### src/sv/bvc_pkg.sv
// Shared types, constants and helpers for the balance velocity controller.
// No dependencies; every other file depends on this package.
`default_nettype none

package bvc_pkg;

	// Field widths
	localparam int GAIN_W   = 24;
	localparam int ANGLE_W  = 17;
	localparam int RATE_W   = 20;
	localparam int COUNT_W  = 16;
	localparam int ILIM_W   = 20;
	localparam int TLIM_W   = 16;
	localparam int DRIVE_W  = 32;
	localparam int STATE_W  = 32;
	localparam int CFG_IDX_W = 3;

	// Q16 accumulator wide enough for any sum of two products
	localparam int ACC_W = 58;
	localparam int Q16_SHIFT = 16;
	typedef logic signed [ACC_W-1:0] acc_t;

	localparam logic signed [DRIVE_W-1:0] DRIVE_MAX = 32'sh7FFF_FFFF;
	localparam logic signed [DRIVE_W-1:0] DRIVE_MIN = 32'sh8000_0000;

	// ceil(2^34 / 5): floor(m * RECIP5 / 2^34) == floor(m / 5) for m < 2^32
	localparam logic [31:0] RECIP5 = 32'hCCCC_CCCD;
	localparam int RECIP5_SHIFT = 34;

	typedef enum logic [CFG_IDX_W-1:0] {
		REG_UPRIGHT_KP     = 3'd0,
		REG_UPRIGHT_KD     = 3'd1,
		REG_SPEED_KP       = 3'd2,
		REG_SPEED_KI       = 3'd3,
		REG_BALANCE_ANGLE  = 3'd4,
		REG_INTEGRAL_LIMIT = 3'd5,
		REG_TILT_LIMIT     = 3'd6
	} reg_idx_t;

	localparam logic signed [GAIN_W-1:0]  UPRIGHT_KP_RST     = -24'sd61440;
	localparam logic signed [GAIN_W-1:0]  UPRIGHT_KD_RST     = -24'sd174;
	localparam logic signed [GAIN_W-1:0]  SPEED_KP_RST       = -24'sd34560;
	localparam logic signed [GAIN_W-1:0]  SPEED_KI_RST       = -24'sd172;
	localparam logic signed [ANGLE_W-1:0] BALANCE_ANGLE_RST  = 17'sd0;
	localparam logic [ILIM_W-1:0]         INTEGRAL_LIMIT_RST = 20'd10000;
	localparam logic [TLIM_W-1:0]         TILT_LIMIT_RST     = 16'd17408;

	typedef struct packed {
		logic signed [GAIN_W-1:0]  upright_kp;
		logic signed [GAIN_W-1:0]  upright_kd;
		logic signed [GAIN_W-1:0]  speed_kp;
		logic signed [GAIN_W-1:0]  speed_ki;
		logic signed [ANGLE_W-1:0] balance_angle;
		logic [ILIM_W-1:0]         integral_limit;
		logic [TLIM_W-1:0]         tilt_limit;
	} gains_t;

	// Classified request as it travels from front to back
	typedef struct packed {
		logic signed [ANGLE_W:0]   err;   // pitch - balance angle
		logic signed [RATE_W-1:0]  rate;
		logic signed [COUNT_W:0]   csum;  // left + right
		logic                      tilt;
	} entry_t;

	typedef enum logic [2:0] {
		ST_LOAD,
		ST_MUL1,
		ST_MUL2,
		ST_MUL3,
		ST_DONE
	} back_state_t;

	// Divide a Q16 sum by 65536 toward zero, then saturate to 32 bits
	function automatic logic signed [DRIVE_W-1:0] q16_to_drive(input acc_t s);
		acc_t q;
		q = s >>> Q16_SHIFT;
		if (s[ACC_W-1] && (s[Q16_SHIFT-1:0] != '0))
			q = q + acc_t'(1);
		if (q > acc_t'(DRIVE_MAX))
			return DRIVE_MAX;
		if (q < acc_t'(DRIVE_MIN))
			return DRIVE_MIN;
		return q[DRIVE_W-1:0];
	endfunction

endpackage

`default_nettype wire

### src/sv/bvc_queue.sv
// Two-entry queue between front and back end.
// Depends on bvc_pkg for the entry type.
`default_nettype none

module bvc_queue (
	input  logic             clk,
	input  logic             arst_n,
	input  logic             push,
	input  bvc_pkg::entry_t  push_ent,
	output logic             full,
	input  logic             pop,
	output bvc_pkg::entry_t  pop_ent,
	output logic             empty
);
	import bvc_pkg::*;

	entry_t     mem_q [2];
	logic       wr_ptr_q;
	logic       rd_ptr_q;
	logic [1:0] count_q;

	assign full    = (count_q == 2'd2);
	assign empty   = (count_q == 2'd0);
	assign pop_ent = mem_q[rd_ptr_q];

	always_ff @(posedge clk) begin
		if (push)
			mem_q[wr_ptr_q] <= push_ent;
	end

	always_ff @(posedge clk or negedge arst_n) begin
		if (!arst_n) begin
			wr_ptr_q <= 1'b0;
			rd_ptr_q <= 1'b0;
			count_q  <= 2'd0;
		end else begin
			if (push)
				wr_ptr_q <= !wr_ptr_q;
			if (pop)
				rd_ptr_q <= !rd_ptr_q;
			case ({push, pop})
				2'b10:   count_q <= count_q + 2'd1;
				2'b01:   count_q <= count_q - 2'd1;
				default: count_q <= count_q;
			endcase
		end
	end

endmodule

`default_nettype wire

### config.mk
export PLATFORM = sky130hd
export DESIGN_NAME = bvc_queue
export DESIGN_NICKNAME = d
export VERILOG_FILES = /design/src/sv/bvc_pkg.sv /design/src/sv/bvc_queue.sv
export SDC_FILE = /design/constraint.sdc
export NUM_CORES = 1
export LEC_CHECK = 0
export BUFFER_PORTS_ARGS = -buffer_cell sky130_fd_sc_hd__buf_2
export CAP_MARGIN = 30
export CORE_ASPECT_RATIO = 0.8
export CORE_UTILIZATION = 45
export DETAILED_ROUTE_END_ITERATION = 16
export HOLD_SLACK_MARGIN = 0.03
export PLACE_DENSITY = 0.67
export SYNTH_ARGS = -nofsm -noshare
export SYNTH_HDL_FRONTEND = slang
export SYNTH_SLANG_ARGS = --single-unit
export TNS_END_PERCENT = 5
### constraint.sdc
create_clock -name clk -period 9.85 [get_ports clk]
set_input_delay 1.97 -clock clk [delete_from_list [all_inputs] [get_ports clk]]
set_output_delay 1.97 -clock clk [all_outputs]
set_load 0.1 [all_outputs]
==> flow_summary_export.csv, run 1 <==
group,metric,value,unit
logic_synthesis,synth.cell_area,0.00435,mm2
critical_path,path_buf_inv,2,
critical_path,cp_data_required_time,7.88,ns
critical_path,max_stage_delay,1.01,ns
run_status,failed_checks,"DRC",
clock_network,cts_sinks,116,
drt,wirelength,6930,um
worst_hold_path,whs_path_depth,1,
floorplanning,die_area,0.0101,mm2
sta,rsz0062_at_grt,"false",
logic_synthesis,synth_fp_nets,251,
logic_synthesis,synth_xor_area_share,1.01,%
floorplanning,start_util,47.1,%
clock_network,ctsHoldBuffers,0,
sta,maxSlewHeadroom,34.7,%
logic_synthesis,synthAdderAreaFrac,0.288,%
clock_network,clock_path_buffers,2,
clock_network,numCtsBuffers,17,
critical_path,critPathTopFamily,"flip-flops",
sta,fmax,0.219,GHz
sta,hold_viol,0,
logic_synthesis,ys_ff_latch,116,
sta,timing.final.crit_period,4.56,ns
logic_synthesis,syn-mean-instance-area,22.9,um2
run,drv_cap,0,
final_layout,area_growth,27.9,%
placed_design,place_congestion,0.674,
logic_synthesis,seq_area_frac_synth,79.7,%
drt,route.detailed.drc,8,
sta,drv_slew,0,
clock_network,cts_tree,"built",
placed_design,portBuffers,117,
critical_path,cp_max_fo,37,
clock_network,cts_setup_buffers,0,
worst_hold_path,worstHoldStart,"count_q[1]",
final_layout,ff_latch_area,0.00346,mm2
final_layout,drive_above_1_share,59.9,%
global_routing,gr-total-overflow,0,
final_layout,diodes,0,
drt,routedWlPerCell,15.4,um
drt,viasPerCell,4.79,
floorplanning,die_w,112,um
logic_synthesis,synth_compound_area_share,0,%
critical_path,r2r-start,"wr_ptr_q",
clock_network,clockRootBuffer,"clkbuf_16",
floorplanning,rows,31,
logic_synthesis,synthTopCellsByArea,"edfxtp_1 77%, mux2_4 10%, mux2_2 6.7%",
placed_design,place_ws,5.69,ns
clock_network,h-tree-depth,4,
sta,fin_crit_sh,46.3,%
sta,tightest_slew,0.980,ns
logic_synthesis,synth_warnings,0,
sta,setup_slack,5.29,ns
drt,vias,2151,
critical_path,crit_arrival,2.59,ns
clock_network,clock_latency,0.40,ns
floorplanning,die_h,89.9,um
logic_synthesis,synth.distinct_cells,13,
global_routing,grt_start_max_net_pins,38,
sta,hold_ws,0.504,ns
sta,fin_tns_setup,0,ns
logic_synthesis,synthesis.instances,190,
global_routing,track_usage,14.7,%
logic_synthesis,synth_top_area_share,77.4,%
global_routing,grt_pass1_vias,2170,
logic_synthesis,synth_simple_gate_area_share,0.547,%
clock_network,cts_resized,0,
worst_hold_path,hold-path-endpoint,"count_q[1]",
critical_path,slowest_stage,"dfrtp_2",
worst_hold_path,worstHoldPathType,"register to register",
sta,clock_skew,0.00576,ns
sta,setup_violations,0,
global_routing,grt_pass1_wl,10600,um
logic_synthesis,synth_top_family_by_area,"multiplexers",
final_layout,layout.nets,384,
drt,antenna_left,0,
critical_path,worstPathCellList,"buf_4, mux2_2, buf_2",
placed_design,dpl.hpwl,4460,um
clock_network,path_clk_slew,0.05,ns
critical_path,reg2regPathDepth,2,
run_status,outcome,"complete, but fails checks",
floorplanning,core,0.00923,mm2
logic_synthesis,synth.area.mux_share,17.1,%
final_layout,final_common_cell,"buf_2",
critical_path,reg2reg_slack,7.90,ns
floorplanning,io_pins,118,
critical_path,r2r_end,"mem_q[1][21]",
critical_path,start_kind,"register",
final_layout,num-fill-cells,708,
global_routing,antenna_found_initial,0,
final_layout,layout_common_cells,"117 x buf_2, 112 x edfxtp_1, 30 x mux2_4, 26 x mux2_2, 17 x clkbuf_16",
critical_path,endpoint_kind,"primary output",
final_layout,multi_input_area,832,um2
drt,drt_iter0_drc,110,
final_layout,finish.utilization,60.2,%
drt,drt-pass1-iter-count,12,
logic_synthesis,yosysTopAreaCell,"edfxtp_1",
critical_path,path_class,"register to primary output",
[Yosys cell counts (all sizes together)]
cell / n
and2: 1
buf: 6
dfrtp: 4
edfxtp: 112
ha: 1
inv: 1
mux2: 56
nor2: 3
nor2b: 1
xnor2: 2
xor2: 3
[layer usage]
layer	track usage [%]	vias to the layer above	routed length, um
met5	0	-	0
met4	6.76	0	86
met3	7.75	10	658
met2	21.5	98	3140
met1	17.9	1023	3040
li1	-	1020	-
[registers in the layout, indices dropped and copies added, names as in the netlist]
name / count
mem_q: 112
count_q: 2
wr_ptr_q: 1
rd_ptr_q: 1
[area by class of cell]
class	count	area share (%)
inverters	1	0.0676
well taps	115	2.59
flip-flops and latches	116	62.4
clock buffers	20	7.86
repair buffers	120	10.9
clock inverters	10	1.22
multi-input cells	67	15.0
[how the worst max path moves through the flow]
stage | from | end | slack, ns | depth (start not counted)
floorplan | push | mem_q[0][0] | 5.00 | 2
global placement | rd_ptr_q | pop_ent[52] | 5.68 | 3
detailed placement | rd_ptr_q | pop_ent[52] | 5.69 | 3
CTS | rd_ptr_q | pop_ent[52] | 5.25 | 3
global route | rd_ptr_q | pop_ent[52] | 5.18 | 3
finish | rd_ptr_q | pop_ent[52] | 5.29 | 3
[cell families (layout without fill, tap and decap cells)]
group / after synthesis / after routing
fa+ha+maj: 1 / 1
xor+xnor: 5 / 5
mux: 56 / 56
simple gates: 5 / 5
buf+inv: 7 / 151
flops: 116 / 116
[through the flow]
stage               instance area (um2)  instances
floorplan                          4350        190
global placement                   5050        419
detailed placement                 5050        419
CTS                                5560        449
global route                       5560        449
finish                             5560        449
Power of run 1 is not shown: default switching activity piles up to over one toggle a cycle in this logic, so the estimate is an artifact.
==> run 2, diff against run 1 <==
Clock period 9.85 ns to 4.6 ns, I/O delays scaled along.
==> run 2 against run 1 <==
Compared with the run above: first-iteration DRC count fell by 15%; clock skew fell by 0.00079 ns; clock-buffer cell count fell by 1; largest cell class unchanged; non-clock buffer count rose by 1; the flow still finishes with violations (DRC); register-to-register slack got worse by 5.2 ns; critical path depth did not move; die area did not move; hold slack got worse by 0.18 ns; worst setup slack got worse by 3.6 ns; routed wire length rose by 4.8%.
==> flow_summary_export.csv, run 2 (synthesized netlist as in run 1, its figures left out) <==
group,metric,value,unit
critical_path,slowest_stage,"buf_4",
final_layout,num-fill-cells,698,
drt,route.detailed.drc,8,
final_layout,largest_reg_flops,112,
global_routing,gr-usage-met3,8.29,%
critical_path,startpoint,"rd_ptr_q",
floorplanning,die_h,89.9,um
sta,clock_skew,0.00497,ns
critical_path,path_class,"register to primary output",
critical_path,r2r-start,"wr_ptr_q",
global_routing,grt_use_met1,20.5,%
run_status,failed_checks,"DRC",
sta,setup_violations,0,
floorplanning,io_pins,118,
floorplanning,die_w,112,um
final_layout,multi_input_area,832,um2
critical_path,cp_data_required_time,3.68,ns
final_layout,fin_cells,451,
floorplanning,rows,31,
run_status,outcome,"complete, but fails checks",
final_layout,ff_latch_area,0.00346,mm2
clock_network,ctsHoldBuffers,0,
critical_path,crit_arrival,1.95,ns
sta,setup_slack,1.73,ns
clock_network,cts_setup_buffers,0,
sta,hold_ws,0.327,ns
floorplanning,start_util,47.1,%
clock_network,path_clk_slew,0.05,ns
drt,wirelength,7270,um
global_routing,grt_pass1_vias,2248,
critical_path,worstPathCellList,"buf_4, mux2_2, buf_2",
clock_network,clockRootBuffer,"clkbuf_16",
sta,fin_crit_sh,62.3,%
clock_network,clock_path_buffers,2,
final_layout,diodes,0,
final_layout,drive_above_1_share,61.3,%
critical_path,critPathTopFamily,"buffers and inverters",
critical_path,path_buf_inv,2,
placed_design,place_inst,420,
global_routing,antenna_found_initial,0,
floorplanning,die_area,0.0101,mm2
sta,fin_tns_setup,0,ns
final_layout,reg.largest.list,"mem_q x112, count_q x2",
global_routing,top_usage_layer,"met2",
clock_network,numCtsBuffers,17,
sta,drv_slew,0,
final_layout,layout_common_cells,"117 x buf_2, 112 x edfxtp_1, 30 x mux2_4, 26 x mux2_2, 17 x clkbuf_16",
drt,routedWlPerCell,16.1,um
clock_network,cts_resized,0,
global_routing,grt_start_max_net_pins,41,
floorplanning,core,0.00923,mm2
sta,maxSlewHeadroom,43.3,%
sta,rsz0062_at_grt,"false",
drt,antenna_left,0,
placed_design,place_ws,1.99,ns
drt,drt_iter0_drc,93,
critical_path,max_stage_delay,0.48,ns
sta,timing.final.crit_period,2.87,ns
drt,drt-pass1-iter-count,12,
clock_network,cts_sinks,116,
global_routing,track_usage,15.8,%
worst_hold_path,worstHoldPathType,"input port to async pin",
critical_path,start_kind,"register",
placed_design,dpl.hpwl,4690,um
final_layout,layout.nets,385,
run,drv_cap,0,
final_layout,final_common_cell,"buf_2",
sta,tightest_slew,0.851,ns
critical_path,endpoint_kind,"primary output",
global_routing,grt_pass1_wl,11500,um
drt,viasPerCell,4.74,
sta,hold_viol,0,
placed_design,place_congestion,0.676,
global_routing,grt_use_met2,22.5,%
drt,vias,2139,
clock_network,clock_latency,0.40,ns
final_layout,area_growth,30.7,%
sta,fmax,0.349,GHz
critical_path,cp_max_fo,33,
clock_network,h-tree-depth,4,
global_routing,gr-total-overflow,0,
final_layout,top_register,"mem_q",
clock_network,cts_tree,"built",
placed_design,portBuffers,117,
[run 2: cell types whose count changed in the layout (fill, tap and decap cells not counted)]
cell / delta
bufinv_16: +4
clkbuf_1: -1
buf_4: +1
clkinv_2: -1
clkinv_1: -3
clkinvlp_4: +2
[run 2: per-layer routing]
metal / share of wire, % / up-vias
li1: - / 1017
met5: 0 / -
met3: 8.3 / 9
met1: 47 / 1016
met4: 0.61 / 0
met2: 45 / 97
[run 2: metrics by stage]
stage               utilization, %  instance area, um2
finish                        61.5                5680
global route                  61.5                5680
CTS                           61.5                5680
detailed placement            54.8                5060
global placement              54.8                5060
floorplan                        -                4350
[run 2: final timing paths]
path / end / slack [ns] / cells past startpoint
min in group clk: count_q[1] / 0.50 / 1
max in group asynchronous: rd_ptr_q / 4.13 / 1
min reg2reg: count_q[1] / 0.50 / 1
min: wr_ptr_q / 0.33 / 1
max: pop_ent[52] / 1.73 / 3
max reg2reg: mem_q[1][9] / 2.67 / 2
[run 2: area by class of cell]
| cell class | count | share of cell area [%] |
|---|---|---|
| clock buffers | 19 | 7.62 |
| clock inverters | 12 | 3.28 |
| inverters | 1 | 0.0661 |
| multi-input cells | 67 | 14.7 |
| flip-flops and latches | 116 | 61.0 |
| well taps | 115 | 2.53 |
| repair buffers | 121 | 10.8 |
Power of run 2 is left out for the same reason.
