### src/sv/bvc_pkg.sv
// Shared types, constants and helpers for the balance velocity controller.
// No dependencies; every other file depends on this package.
`default_nettype none

package bvc_pkg;

	// Field widths
	localparam int GAIN_W   = 24;
	localparam int ANGLE_W  = 17;
	localparam int RATE_W   = 20;
	localparam int COUNT_W  = 16;
	localparam int ILIM_W   = 20;
	localparam int TLIM_W   = 16;
	localparam int DRIVE_W  = 32;
	localparam int STATE_W  = 32;
	localparam int CFG_IDX_W = 3;

	// Q16 accumulator wide enough for any sum of two products
	localparam int ACC_W = 58;
	localparam int Q16_SHIFT = 16;
	typedef logic signed [ACC_W-1:0] acc_t;

	localparam logic signed [DRIVE_W-1:0] DRIVE_MAX = 32'sh7FFF_FFFF;
	localparam logic signed [DRIVE_W-1:0] DRIVE_MIN = 32'sh8000_0000;

	// ceil(2^34 / 5): floor(m * RECIP5 / 2^34) == floor(m / 5) for m < 2^32
	localparam logic [31:0] RECIP5 = 32'hCCCC_CCCD;
	localparam int RECIP5_SHIFT = 34;

	typedef enum logic [CFG_IDX_W-1:0] {
		REG_UPRIGHT_KP     = 3'd0,
		REG_UPRIGHT_KD     = 3'd1,
		REG_SPEED_KP       = 3'd2,
		REG_SPEED_KI       = 3'd3,
		REG_BALANCE_ANGLE  = 3'd4,
		REG_INTEGRAL_LIMIT = 3'd5,
		REG_TILT_LIMIT     = 3'd6
	} reg_idx_t;

	localparam logic signed [GAIN_W-1:0]  UPRIGHT_KP_RST     = -24'sd61440;
	localparam logic signed [GAIN_W-1:0]  UPRIGHT_KD_RST     = -24'sd174;
	localparam logic signed [GAIN_W-1:0]  SPEED_KP_RST       = -24'sd34560;
	localparam logic signed [GAIN_W-1:0]  SPEED_KI_RST       = -24'sd172;
	localparam logic signed [ANGLE_W-1:0] BALANCE_ANGLE_RST  = 17'sd0;
	localparam logic [ILIM_W-1:0]         INTEGRAL_LIMIT_RST = 20'd10000;
	localparam logic [TLIM_W-1:0]         TILT_LIMIT_RST     = 16'd17408;

	typedef struct packed {
		logic signed [GAIN_W-1:0]  upright_kp;
		logic signed [GAIN_W-1:0]  upright_kd;
		logic signed [GAIN_W-1:0]  speed_kp;
		logic signed [GAIN_W-1:0]  speed_ki;
		logic signed [ANGLE_W-1:0] balance_angle;
		logic [ILIM_W-1:0]         integral_limit;
		logic [TLIM_W-1:0]         tilt_limit;
	} gains_t;

	// Classified request as it travels from front to back
	typedef struct packed {
		logic signed [ANGLE_W:0]   err;   // pitch - balance angle
		logic signed [RATE_W-1:0]  rate;
		logic signed [COUNT_W:0]   csum;  // left + right
		logic                      tilt;
	} entry_t;

	typedef enum logic [2:0] {
		ST_LOAD,
		ST_MUL1,
		ST_MUL2,
		ST_MUL3,
		ST_DONE
	} back_state_t;

	// Divide a Q16 sum by 65536 toward zero, then saturate to 32 bits
	function automatic logic signed [DRIVE_W-1:0] q16_to_drive(input acc_t s);
		acc_t q;
		q = s >>> Q16_SHIFT;
		if (s[ACC_W-1] && (s[Q16_SHIFT-1:0] != '0))
			q = q + acc_t'(1);
		if (q > acc_t'(DRIVE_MAX))
			return DRIVE_MAX;
		if (q < acc_t'(DRIVE_MIN))
			return DRIVE_MIN;
		return q[DRIVE_W-1:0];
	endfunction

endpackage

`default_nettype wire

### src/sv/bvc_if.sv
// Channel interfaces: sensor request, drive result and configuration write.
// Depends on bvc_pkg for field widths.
`default_nettype none

interface bvc_sensor_if;
	logic                                  valid;
	logic                                  ready;
	logic signed [bvc_pkg::ANGLE_W-1:0]    pitch_angle;
	logic signed [bvc_pkg::RATE_W-1:0]     pitch_rate;
	logic signed [bvc_pkg::COUNT_W-1:0]    left_count;
	logic signed [bvc_pkg::COUNT_W-1:0]    right_count;

	modport source (output valid, pitch_angle, pitch_rate, left_count, right_count,
		input ready);
	modport sink (input valid, pitch_angle, pitch_rate, left_count, right_count,
		output ready);
endinterface


`default_nettype wire

### src/sv/bvc_front.sv
// Front end: accept sensor requests, form pitch error, encoder sum and tilt flag.
// Depends on bvc_pkg and bvc_sensor_if.
`default_nettype none

module bvc_front (
	bvc_sensor_if.sink       sensor,
	input  bvc_pkg::gains_t  gains,
	input  logic             full,
	output logic             push,
	output bvc_pkg::entry_t  ent
);
	import bvc_pkg::*;

	logic signed [ANGLE_W:0] pitch_x;
	logic signed [ANGLE_W:0] tlim_pos;
	logic signed [ANGLE_W:0] tlim_neg;

	assign sensor.ready = !full;
	assign push = sensor.valid && !full;

	always_comb begin
		pitch_x  = (ANGLE_W+1)'(sensor.pitch_angle);
		tlim_pos = $signed({2'b00, gains.tilt_limit});
		tlim_neg = -tlim_pos;
		ent.err  = pitch_x - (ANGLE_W+1)'(gains.balance_angle);
		ent.rate = sensor.pitch_rate;
		ent.csum = (COUNT_W+1)'(sensor.left_count) + (COUNT_W+1)'(sensor.right_count);
		ent.tilt = (pitch_x > tlim_pos) || (pitch_x < tlim_neg);
	end

endmodule

`default_nettype wire

### src/flat_wrapper.sv
// flat-port wrapper written by rule: the top's interface ports become plain ports
module bvc_front_flat import bvc_pkg::*;
  (gains, full, push, ent, sensor_valid, sensor_pitch_angle, sensor_pitch_rate, sensor_left_count, sensor_right_count, sensor_ready);
  bvc_sensor_if sensor_i ();
  input  bvc_pkg::gains_t gains;
  input  logic full;
  output logic push;
  output bvc_pkg::entry_t ent;
  input wire logic [$bits(sensor_i.valid)-1:0] sensor_valid;
  input wire logic [$bits(sensor_i.pitch_angle)-1:0] sensor_pitch_angle;
  input wire logic [$bits(sensor_i.pitch_rate)-1:0] sensor_pitch_rate;
  input wire logic [$bits(sensor_i.left_count)-1:0] sensor_left_count;
  input wire logic [$bits(sensor_i.right_count)-1:0] sensor_right_count;
  output wire logic [$bits(sensor_i.ready)-1:0] sensor_ready;
  assign sensor_i.valid = sensor_valid;
  assign sensor_i.pitch_angle = sensor_pitch_angle;
  assign sensor_i.pitch_rate = sensor_pitch_rate;
  assign sensor_i.left_count = sensor_left_count;
  assign sensor_i.right_count = sensor_right_count;
  assign sensor_ready = sensor_i.ready;
  bvc_front u_core (.sensor(sensor_i), .gains(gains), .full(full), .push(push), .ent(ent));
endmodule
### config.mk
export PLATFORM = sky130hd
export DESIGN_NAME = bvc_front_flat
export DESIGN_NICKNAME = d
export VERILOG_FILES = /design/src/sv/bvc_pkg.sv /design/src/sv/bvc_if.sv /design/src/sv/bvc_front.sv /design/src/flat_wrapper.sv
export SDC_FILE = /design/constraint.sdc
export NUM_CORES = 1
export LEC_CHECK = 0
export BUFFER_PORTS_ARGS = -buffer_cell sky130_fd_sc_hd__buf_2
export CORE_AREA = 2 2 109 111
export DETAILED_ROUTE_END_ITERATION = 10
export DIE_AREA = 0 0 111 113
export PLACE_DENSITY_LB_ADDON = 0.1
export RECOVER_POWER = 100
export SETUP_SLACK_MARGIN = 0.2
export SKIP_LAST_GASP = 1
export SLEW_MARGIN = 25
export SYNTH_ARGS = -nofsm -noshare
export SYNTH_HDL_FRONTEND = slang
export SYNTH_SLANG_ARGS = --single-unit
### constraint.sdc
create_clock -name vclk -period 3.1
set_input_delay 0.31 -clock vclk [all_inputs]
set_output_delay 0.31 -clock vclk [all_outputs]
set_load 0.05 [all_outputs]
==> results of run 1 <==
[metal layers]
metal | share of wire | global-route usage
met5 | 0 | 0
met1 | 0.45 | 0.171
met3 | 0.074 | 0.0204
met2 | 0.47 | 0.233
met4 | 0.00046 | 0.00167
[cell usage after synthesis, types with 2 or more instances]
cell,n,area (um^2)
fa_1,2,40.0
o211ai_1,4,30.0
o21ai_0,24,120
a21o_1,17,128
buf_4,20,150
xor2_1,6,52.6
nor4_1,6,37.5
clkbuf_1,6,22.5
o31a_1,2,17.5
o21bai_1,2,15.0
xnor2_1,30,263
and2_1,2,12.5
nor2_1,35,131
a211oi_1,3,22.5
o2111ai_1,4,35.0
nand4_1,8,50.1
nand2_1,20,75.1
a21oi_1,32,160
ha_1,67,838
nand3_1,13,65.1
or2_2,3,18.8
o22ai_1,3,18.8
inv_1,51,191
o21a_1,11,82.6
nor2b_1,8,50.1
a31oi_1,4,25.0
o31ai_1,2,15.0
a41oi_1,3,26.3
nor3_1,7,35.0
nand2b_1,4,25.0
[final cells by class]
cell class                 instances  share of cell area
tap                              143              0.0482
antenna                            1            0.000674
timing repair buffer             144               0.209
multi-input combinational        333               0.690
inverter                          51              0.0522
[timing repair]
action,in CTS,in global routing
resized for setup,17,15
pin swaps,9,12
cloned,0,0
setup buffers,3,2
endpoints found under the setup margin,1,3
[kinds of logic (layout without fill, tap and decap cells)]
group / after synthesis / after routing / synth area share
xor gates and xnor gates: 36 / 36 / 0.110
buffers and inverters: 78 / 195 / 0.131
adders and majority gates: 69 / 69 / 0.307
other: 0 / 1 / 0
and+or+nand+nor: 109 / 109 / 0.182
AOI/OAI and AO/OA: 119 / 119 / 0.269
[worst max-delay path: cells and delay by family]
kind                     cells  cell delay (ns)
adder cells (fa/ha/maj)      1             0.29
buffers and inverters        4             0.54
AND/OR/NAND/NOR              3             0.50
AO/OA/AOI/OAI                5             0.83
XOR/XNOR                     1             0.13
[power groups by stage]
stage | Sequential (mW) | Clock, mW | Combinational (mW)
final | 0 | 0.0000000431 | 0.972
after global routing | 0 | 0 | 1.06
after CTS | 0 | 0 | 0.994
after detailed placement | 0 | 0 | 0.978
after global placement | 0 | 0 | 0.975
after floorplan | 0 | 0 | 0.794
[stage by stage]
step / instances / instance area (um^2)
2_1_floorplan: 411 / 2870
3_3_place_gp: 666 / 3600
3_5_place_dp: 666 / 3600
4_1_cts: 669 / 3690
5_1_grt: 671 / 3710
6_report: 672 / 3710
[path summary, 6_finish.rpt]
path	startpoint	endpoint	slack (ns)	depth (start not counted)
max	gains[7]	ent[0]	0.20	14
min	sensor_pitch_rate[9]	ent[27]	0.62	0
==> results.yml, run 1 <==
pwr:
  p_switching_mw: 0.669
  seqPwrFrac: 0
  clockPowerShare: 0
  power_frac_comb: 1.000
  design_power_total_mw: 0.972
  leakage_nw: 1.90
  switching_share: 0.688
  p_int_mw: 0.303
  vdd_ir_drop_max_mv: 0.137
  powerDensity_nw_per_um2: 262
placement:
  gp_congestion: 0.794
  hpwl_mm: 7.81
  dp_slack_ns: -0.124
  portBuffers: 122
worst_setup_path:
  crit_fanout: 3
  arrival_ns: 2.59
  slowest_stage: "ha_1"
  cp.required_ns: 2.79
  max_stage_delay_ns: 0.29
  path_class: "primary input to output port"
  cp-start-kind: "primary input"
  endpoint_kind: "output port"
  cp_cell_sequence: "buf_6, inv_4, nand4_1, nor4_2, buf_4, nand2_4, xnor2_1, ha_1, a21o_1, a21o_1, a21oi_2, o22ai_1, o22ai_2, buf_6"
timing:
  worstMarginPinSlew_ns: 0.644
  setup_viol: 0
  relSlewSlack: 0.567
  fin_ws_ns: 0.203
  finalCritPeriodShare: 0.934
  rsz0062_at_grt: "true"
  whs_ns: 0.620
  max_clock_freq_mhz: 345
  finalHoldViolations: 0
  min_period_ns: 2.90
  fin_setup_tns_ns: 0
  maxSlewViolCount: 0
cells_and_area:
  seqCellArea_um2: 0
  fin_util: 0.330
  mostFrequentLayoutCells: "buf_2, ha_1, inv_1, nor2_1, clkbuf_1"
  multi_input_area_um2: 2560
  n_clock_buffer: 0
  final_common_cell: "buf_2"
  seq_cells: 0
  drive_gt1_frac: 0.258
  areaGrowthSynthToFinish_pct: 29.9
  final.fill_count: 1248
  fin_nets: 819
status:
  status: "finished, final reports clean"
clock_network:
  ctsHoldBuffers: 0
worst_hold_path:
  hp-class: "primary input to output port"
yosys:
  yosys_warnings: 0
  synthesis.area_um2: 2860
  synth_cell_types: 42
  ys_seq_area_frac: 0
  syn_nets: 700
  synth_area_per_cell_um2: 6.96
  synthCells: 411
global_routing:
  grt_first_pass_wirelength_mm: 13.9
  gr-total-overflow: 0
  grt_usage: 0.128
  antenna_found_initial: 1
  grt_max_degree: 10
  grt_pass1_vias: 3061
floorplan:
  rows: 39
  start_util: 0.254
  pin_count: 278
  die_h_um: 113
  die_x_um: 111
  coreArea_um2: 11300
  die_area_um2: 12500
detailed_routing:
  drt_iter0_drc: 126
  avgRoutedWirePerCell_um: 12.8
  routed-via-count: 3222
  antenna_left: 0
  routed_wl_mm: 8.62
  firstDrtPassIters: 4
  viasPerCell: 4.79
  drc_errors: 0
run:
  cap_violations: 0
Note: power is estimated with default switching activity, not from simulation.
==> run 2, diff against run 1 <==
Settings changed: CELL_PAD_IN_SITES_DETAIL_PLACEMENT set to 0, CELL_PAD_IN_SITES_GLOBAL_PLACEMENT set to 1, CORE_AREA 2 2 109 111 to 2 2 113 115, DIE_AREA 0 0 111 113 to 0 0 115 117.
==> run 2 against run 1 <==
Against the previous run:
- combinational power up 2%
- clock-buffer cell count unchanged
- total power up 1.6%
- utilization fell by 2.2 points
- final area grew 1.8%
- via count grew 0.71%
- worst setup slack improved by 0.042 ns
- cell count increased by 1.8%
- non-clock buffer count is 6 higher
- critical path type unchanged
- largest cell class unchanged
- highest routed layer is now met3
==> results.yml, run 2 (synthesis gave the netlist of run 1 again) <==
status:
  status: "finished, final reports clean"
cells_and_area:
  mostFrequentLayoutCells: "buf_2, ha_1, inv_1, nor2_1"
  final_common_cell: "buf_2"
  stdcell_area_um2: 3780
  final.fill_count: 1402
  seqCellArea_um2: 0
  multi_input_area_um2: 2580
  seq_cells: 0
  fin_nets: 825
  antennaDiodeCount: 0
  n_clock_buffer: 0
  areaGrowthSynthToFinish_pct: 32.2
  drive_gt1_frac: 0.268
  fin_cells: 684
detailed_routing:
  antenna_left: 0
  firstDrtPassIters: 5
  avgRoutedWirePerCell_um: 13.3
  routed_wl_mm: 9.07
  drt_iter0_drc: 97
  drc_errors: 0
  wl_met3_um: 697
  routed-via-count: 3245
  wl_met2_mm: 3.91
  viasPerCell: 4.74
  top_layer: "met3"
  wl_met1_mm: 4.45
run:
  cap_violations: 0
worst_setup_path:
  endpoint_kind: "output port"
  path_class: "primary input to output port"
  cp.required_ns: 2.79
  cp-start-kind: "primary input"
  arrival_ns: 2.54
  crit_fanout: 3
pwr:
  design_power_total_mw: 0.988
  vdd_ir_drop_max_mv: 0.104
  leakage_nw: 1.94
  powerDensity_nw_per_um2: 261
worst_hold_path:
  hp-class: "primary input to output port"
timing:
  max_clock_freq_mhz: 350
  setup_viol: 0
  min_period_ns: 2.85
  worstMarginPinSlew_ns: 0.607
  whs_ns: 0.620
  fin_ws_ns: 0.246
  relSlewSlack: 0.597
  finalCritPeriodShare: 0.921
  maxSlewViolCount: 0
  rsz0062_at_grt: "true"
  finalHoldViolations: 0
global_routing:
  grt_first_pass_wirelength_mm: 14.2
  grt_max_degree: 10
  grt_usage: 0.126
  gr-total-overflow: 0
  antenna_found_initial: 0
  grt_pass1_vias: 3079
floorplan:
  die_h_um: 117
  die_x_um: 115
  coreArea_um2: 12300
  rows: 41
  start_util: 0.232
  die_area_um2: 13500
  pin_count: 278
placement:
  gp_congestion: 0.782
  dp.cells: 672
  portBuffers: 122
  hpwl_mm: 8.08
  place_area_um2: 3600
  dp_slack_ns: -0.0233
clock_network:
  ctsHoldBuffers: 0
[run 2: cell type report]
cell class         count  share of cell area
repair buffers       150               0.217
inverters             51              0.0519
well taps            150              0.0496
multi-input cells    333               0.681
[run 2: path summary, 6_finish.rpt]
check,from,to,slack (ns),cells after the start
max,gains[4],ent[0],0.25,14
min,sensor_pitch_rate[0],ent[18],0.62,0
[run 2: worst max-delay path, cell delays in order]
cell and delay [ns]:
buf_8 0.10, inv_4 0.04, nand4_1 0.14, nor4_2 0.23
buf_4 0.19, nand2_4 0.08, xnor2_2 0.14, ha_1 0.30
buf_4 0.10, nand4_1 0.10, or3_4 0.41, a21oi_2 0.12
o22ai_2 0.09, buf_6 0.19
[run 2: metal layers]
layer,track usage,vias to the layer above
met5,0,-
met3,0.0154,0
met1,0.188,1454
li1,-,1693
met4,0.00161,0
met2,0.206,98
[run 2: metrics by stage]
stage	util	TNS, ns
after global placement	0.292	-0.0631
after CTS	0.305	0
after detailed placement	0.292	-0.0233
after global routing	0.307	0
final	0.307	0
after floorplan	-	0
[run 2: power breakdown]
group | total [mW] | switching (mW) | internal (mW)
combinational | 0.988 | 0.674 | 0.313
sequential | 0 | 0 | 0
clock | 0 | 0 | 0
[run 2: repair_timing]
item,4_1_cts,5_1_grt
setup endpoints to repair,1,1
cloned,0,0
gates resized for setup,20,12
setup buffers,10,2
pin swaps,11,14
